<file path="src/llks_pkg.sv">
// Shared definitions for the local linear kernel statistic unit.
// Holds the store sizes, command and register codes, sequencer types, the divider
// request and response structs, and the rounding helper. Depends on nothing.
`timescale 1ns / 1ps

package llks_pkg;

	localparam int MAX_SAMPLES = 4096;
	localparam int SAMPLE_BITS = 16;
	localparam int ADDR_BITS   = $clog2(MAX_SAMPLES);

	// Input commands.
	localparam logic CMD_LOAD  = 1'b0;
	localparam logic CMD_QUERY = 1'b1;

	// Configuration register indexes.
	localparam logic [1:0] REG_SERIES_LENGTH = 2'd0;
	localparam logic [1:0] REG_SIGMA         = 2'd1;
	localparam logic [1:0] REG_ORDER         = 2'd2;

	// Derivative orders.
	localparam logic [1:0] ORDER_TREND = 2'd0;
	localparam logic [1:0] ORDER_SLOPE = 2'd1;

	typedef enum logic [4:0] {
		ST_IDLE,
		ST_UT,
		ST_HT,
		ST_RANGE,
		ST_NUM,
		ST_XDIV,
		ST_QQ,
		ST_K,
		ST_KX,
		ST_WRND,
		ST_WY,
		ST_ACC1,
		ST_ACC2,
		ST_A_KX,
		ST_A_XX,
		ST_A_KXX,
		ST_A_ACC,
		ST_B_MUL,
		ST_B_C,
		ST_B_KC,
		ST_NEXT,
		ST_MSTART,
		ST_MWAIT,
		ST_NORM,
		ST_SQRT,
		ST_DMUL,
		ST_CMP,
		ST_FDIV,
		ST_OUT
	} state_t;

	// Which walk over the window is running.
	typedef enum logic [1:0] {
		MODE_INT,
		MODE_P1,
		MODE_P2
	} mode_t;

	typedef struct packed {
		logic        start;
		logic [56:0] rem0;
		logic [30:0] num0;
		logic [56:0] den;
		logic [6:0]  count;
	} div_req_t;

	typedef struct packed {
		logic        done;
		logic [24:0] quo;
		logic [56:0] rem;
	} div_rsp_t;

	// Round a product to fewer fraction bits, half away from zero.
	function automatic logic signed [58:0] rnd_shift(input logic signed [58:0] v,
		input logic by32);
		logic [58:0] m;
		logic [58:0] r;
		m = v[58] ? 59'(-v) : 59'(v);
		if (by32) begin
			r = (m + 59'h0_8000_0000) >> 32;
		end else begin
			r = (m + 59'h8000) >> 16;
		end
		return v[58] ? $signed(59'(-r)) : $signed(r);
	endfunction

endpackage

</file>
<file path="src/llks_div.sv">
// Shared restoring divider of the kernel statistic unit, one quotient bit per cycle.
// Depends on llks_pkg for the request and response structs.
`timescale 1ns / 1ps

module llks_div (
	input  logic               clk,
	input  logic               arst_n,
	input  llks_pkg::div_req_t req,
	output llks_pkg::div_rsp_t rsp
);

	logic        busy_q;
	logic        done_q;
	logic [6:0]  cnt_q;
	logic [56:0] rem_q;
	logic [30:0] num_q;
	logic [56:0] den_q;
	logic [24:0] quo_q;

	logic [57:0] remx;
	logic [57:0] diff;
	logic        ge;
	logic [24:0] quo_n;

	// One shift and subtract step; the quotient sticks once it reaches the top bit.
	always_comb begin
		remx  = {rem_q, num_q[30]};
		diff  = remx - {1'b0, den_q};
		ge    = remx >= {1'b0, den_q};
		quo_n = quo_q[24] ? quo_q : {quo_q[23:0], ge};
	end

	always_ff @(posedge clk or negedge arst_n) begin
		if (!arst_n) begin
			busy_q <= 1'b0;
			done_q <= 1'b0;
			cnt_q  <= '0;
		end else if (req.start) begin
			busy_q <= 1'b1;
			done_q <= 1'b0;
			cnt_q  <= req.count;
		end else if (busy_q) begin
			cnt_q <= cnt_q - 7'd1;
			if (cnt_q == 7'd1) begin
				busy_q <= 1'b0;
				done_q <= 1'b1;
			end
		end else begin
			done_q <= 1'b0;
		end
	end

	// Operand and partial remainder registers.
	always_ff @(posedge clk) begin
		if (req.start) begin
			rem_q <= req.rem0;
			num_q <= req.num0;
			den_q <= req.den;
			quo_q <= '0;
		end else if (busy_q) begin
			rem_q <= ge ? diff[56:0] : remx[56:0];
			num_q <= {num_q[29:0], 1'b0};
			quo_q <= quo_n;
		end
	end

	assign rsp.done = done_q;
	assign rsp.quo  = quo_q;
	assign rsp.rem  = rem_q;

endmodule

</file>
<file path="config.mk">
export PLATFORM = sky130hd
export DESIGN_NAME = llks_div
export DESIGN_NICKNAME = d
export VERILOG_FILES = /design/src/llks_pkg.sv /design/src/llks_div.sv
export SDC_FILE = /design/constraint.sdc
export NUM_CORES = 1
export LEC_CHECK = 0
export BUFFER_PORTS_ARGS = -buffer_cell sky130_fd_sc_hd__buf_2
export CAP_MARGIN = 15
export CORE_AREA = 3 3 183 185
export CTS_CLUSTER_SIZE = 10
export DETAILED_ROUTE_END_ITERATION = 12
export DIE_AREA = 0 0 186 188
export SYNTH_ARGS = -nofsm -noshare
export SYNTH_HDL_FRONTEND = slang
export SYNTH_SLANG_ARGS = --single-unit
</file>
<file path="constraint.sdc">
create_clock -name clk -period 3.2 [get_ports clk]
set_clock_uncertainty 0.1 [all_clocks]
set_input_delay 0.48 -clock clk [delete_from_list [all_inputs] [get_ports clk]]
set_output_delay 0.48 -clock clk [all_outputs]
set_load 0.1 [all_outputs]
</file>
==> flow_metrics.env <==
export IMPL_antenna_found_initial=4
export IMPL_start_util_pct=34.5
export IMPL_gp_congestion=0.885
export IMPL_whs_ns=0.0758
export IMPL_grt_util_all_layers_pct=19.8
export IMPL_required_ns=3.32
export IMPL_min_path_type="primary input to register"
export IMPL_core_area_mm2=0.0322
export IMPL_power_leakage_nw=6.78
export IMPL_firstDrtPassIters=5
export IMPL_r2r_start="num_q[30]$_DFFE_PP_"
export IMPL_r2r_end="rem_q[54]$_DFFE_PP_"
export IMPL_max_freq_mhz=301
export IMPL_fillCellCount=3055
export IMPL_criticalPathCategory="register to register"
export IMPL_htree_levels=4
export IMPL_switching_share_pct=49.7
export IMPL_synth_nets=1336
export IMPL_clkPwrFrac_pct=12.9
export IMPL_hpwl_um=25300
export IMPL_power_density_mw_per_mm2=1160
export IMPL_clockRootBuffer="clkbuf_16"
export IMPL_syn_inst=1121
export IMPL_place_inst=1877
export IMPL_syn_area_mm2=0.0111
export IMPL_async_flop_share_pct=5.03
export IMPL_crit_arrival_ns=3.43
export IMPL_synth_warning_count=0
export IMPL_clk_latency_ns=0.47
export IMPL_antenna_left=0
export IMPL_areaGrowthSynthToFinish_pct=38.9
export IMPL_yosysUniqueCellTypes=70
export IMPL_setup_violations_final=36
export IMPL_nets=1732
export IMPL_synth_edf_count=145
export IMPL_synth_top_area_cell="edfxtp_1"
export IMPL_avgSynthCellArea_um2=9.92
export IMPL_drt_wirelength_per_cell_um=18.0
export IMPL_cp_cell_sequence="inv_1, ha_2, inv_2, fa_2, a21oi_2, o21ai_2, a21oi_2, o21ai_2, a211o_4, buf_6, a21o_1, a31oi_2, xnor2_1, a221o_1"
export IMPL_die_x_um=186
export IMPL_synth_yosys_seq_area_share_pct=45.7
export IMPL_status="finished with violations"
export IMPL_finalHoldViolations=0
export IMPL_drc=0
export IMPL_worstMarginPinSlew_ns=0.846
export IMPL_slowest_stage="edfxtp_1"
export IMPL_pwr_share_comb_pct=67.4
export IMPL_cp_top_family="compound AO/OA/AOI/OAI gates"
export IMPL_path_buf_inv=3
export IMPL_relSlewSlack_pct=43.6
export IMPL_hold_start="req[21]"
export IMPL_path_max_fanout=3
export IMPL_synth_main_ff_cell="edfxtp_1"
export IMPL_die_area_mm2=0.0350
export IMPL_overflow=0
export IMPL_portBuffers=237
export IMPL_grt_max_degree=89
export IMPL_vdd_drop_max_mv=0.520
export IMPL_p_int_mw=9.01
export IMPL_maxCapViolations=0
export IMPL_p_seq_share_pct=19.7
export IMPL_min_delay_path_depth=1
export IMPL_rsz0062_at_grt="yes"
export IMPL_layout_common_cells="buf_2 (236), buf_4 (189), edfxtp_1 (145), a21oi_1 (108), nand2_1 (100)"
export IMPL_violations="setup timing"
export IMPL_die_y_um=188
export IMPL_viasPerCell=5.13
export IMPL_cts_buffer_depth=2
export IMPL_max_stage_delay_ns=0.40
export IMPL_fin_crit_sh_pct=104
export IMPL_finalWirelength_um=34900
export IMPL_instances_no_fill=1938
export IMPL_synth_area_top_cells="edfxtp_1 (39%), ha_1 (6.6%), a21oi_1 (5.4%), mux2_2 (4.8%), dfxtp_1 (4.5%)"
export IMPL_cts_sinks=179
export IMPL_endpoint_kind="register"
export IMPL_r2r_cells=14
export IMPL_synth_top_area_share_pct=39.2
export IMPL_fin_ws_ns=-0.117
export IMPL_grt_pass1_wl_um=54400
export IMPL_report_final_slew_viol_count=0
export IMPL_holdPathEnd="den_q[14]$_DFFE_PP_"
export IMPL_cts_clk_slew_worst_paths_ns=0.09
export IMPL_drive_gt1_share_pct=40.8
export IMPL_cts_made_buffers=17
export IMPL_io_pins=238
export IMPL_rows=66
export IMPL_diodes=0
export IMPL_rrSetupSlack_ns=-0.12
export IMPL_switchingPower_mw=8.90
export IMPL_vias=9950
export IMPL_layout_commonest_cell="buf_2"
export IMPL_final_core_util_pct=48.0
export IMPL_min_period_ns=3.32
export IMPL_synth_seq_cells=179
export IMPL_drt_initial_drc_count=611
export IMPL_critPathLaunchType="register"
export IMPL_cts_tree="built"
export IMPL_grt_pass1_vias=10300
==> synth_stat cells, drive strengths merged (11+ instances only) <==
| library cell | count |
|---|---|
| dfxtp | 25 |
| a21oi | 121 |
| xor2 | 24 |
| edfxtp | 145 |
| nor3b | 20 |
| xnor2 | 29 |
| nor2 | 63 |
| nand2 | 101 |
| a221o | 15 |
| nand4 | 25 |
| o21ai | 47 |
| buf | 30 |
| nand2b | 11 |
| a21o | 35 |
| a211oi | 22 |
| ha | 59 |
| inv | 97 |
| nand3 | 13 |
| o21a | 11 |
| o21bai | 14 |
| mux2 | 47 |
| clkbuf | 41 |
| nor3 | 18 |
==> through the flow <==
step | total power, mW | setup WS [ns] | TNS (ns) | instance area, um2
6_report | 17.9 | -0.117 | -1.90 | 15400
2_1_floorplan | 11.1 | -0.542 | -25.62 | 11200
5_1_grt | 18.9 | -0.255 | -9.41 | 15400
4_1_cts | 17.5 | -0.0556 | -0.591 | 15100
3_3_place_gp | 14.3 | -0.235 | -8.40 | 14000
3_5_place_dp | 14.4 | -0.337 | -11.19 | 14000
==> power groups by stage <==
stage / clock network, mW / logic [mW] / registers, mW
after CTS: 2.36 / 11.6 / 3.52
after floorplan: 0 / 4.73 / 6.33
after detailed placement: 0 / 10.8 / 3.55
after global routing: 2.44 / 12.9 / 3.60
final: 2.30 / 12.1 / 3.53
after global placement: 0 / 10.8 / 3.53
==> layout make-up <==
type,instances,area (um2),area share (%)
multi-input combinational,775,5840,37.8
sequential,179,5080,32.9
clock buffer,17,425,2.75
clock inverter,15,211,1.37
timing repair buffer,447,3010,19.5
tap,408,510,3.31
inverter,97,364,2.36
==> worst register-to-register path: cells and delay by family (launching register included) <==
kind                       cells  cell delay, ns
DFF                            1            0.40
AOI/OAI and AO/OA              8            1.68
buffers and inverters          3            0.26
adders and majority gates      2            0.52
xor gates and xnor gates       1            0.11
==> metal layers <==
layer | vias to the layer above | global-route usage [%] | wire (um)
met1 | 4741 | 25.4 | 15400
met5 | - | 0 | 43
met4 | 8 | 6.33 | 754
met2 | 277 | 32.7 | 16500
li1 | 4877 | - | -
met3 | 47 | 5.14 | 2240
==> sequential cells by signal, summed over array words and instances (netlist names) <==
signal / cells
den_q: 57
rem_q: 57
num_q: 31
quo_q: 25
cnt_q: 7
busy_q: 1
done_q: 1
==> worst max path at each step <==
stage                     slack, ns             endpoint                 from  cells past startpoint
after floorplan               -0.54  rem_q[36]$_DFFE_PP_  rem_q[14]$_DFFE_PP_                     13
after global placement        -0.24  rem_q[36]$_DFFE_PP_  num_q[30]$_DFFE_PP_                     14
after detailed placement      -0.34  rem_q[52]$_DFFE_PP_  num_q[30]$_DFFE_PP_                     13
after CTS                     -0.06  rem_q[54]$_DFFE_PP_  num_q[30]$_DFFE_PP_                     14
after global routing          -0.25  rem_q[54]$_DFFE_PP_  num_q[30]$_DFFE_PP_                     14
final                         -0.12  rem_q[54]$_DFFE_PP_  num_q[30]$_DFFE_PP_                     14
==> logic make-up after synthesis <==
| family | synth area share (%) |
|---|---|
| flops | 45.7 |
| buf+inv | 6.30 |
| xor+xnor | 4.18 |
| mux | 5.03 |
| simple gates | 13.2 |
| compound gates | 18.8 |
| fa+ha+maj | 6.82 |
==> what timing repair did <==
action	in CTS	in global routing
cloned	3	2
gates resized for setup	52	43
hold buffers	1	0
pin swaps	21	19
setup endpoints to repair	57	56
endpoints found under the hold margin	9	0
setup buffers	15	8
No activity file was read; power rests on OpenSTA's default activity.
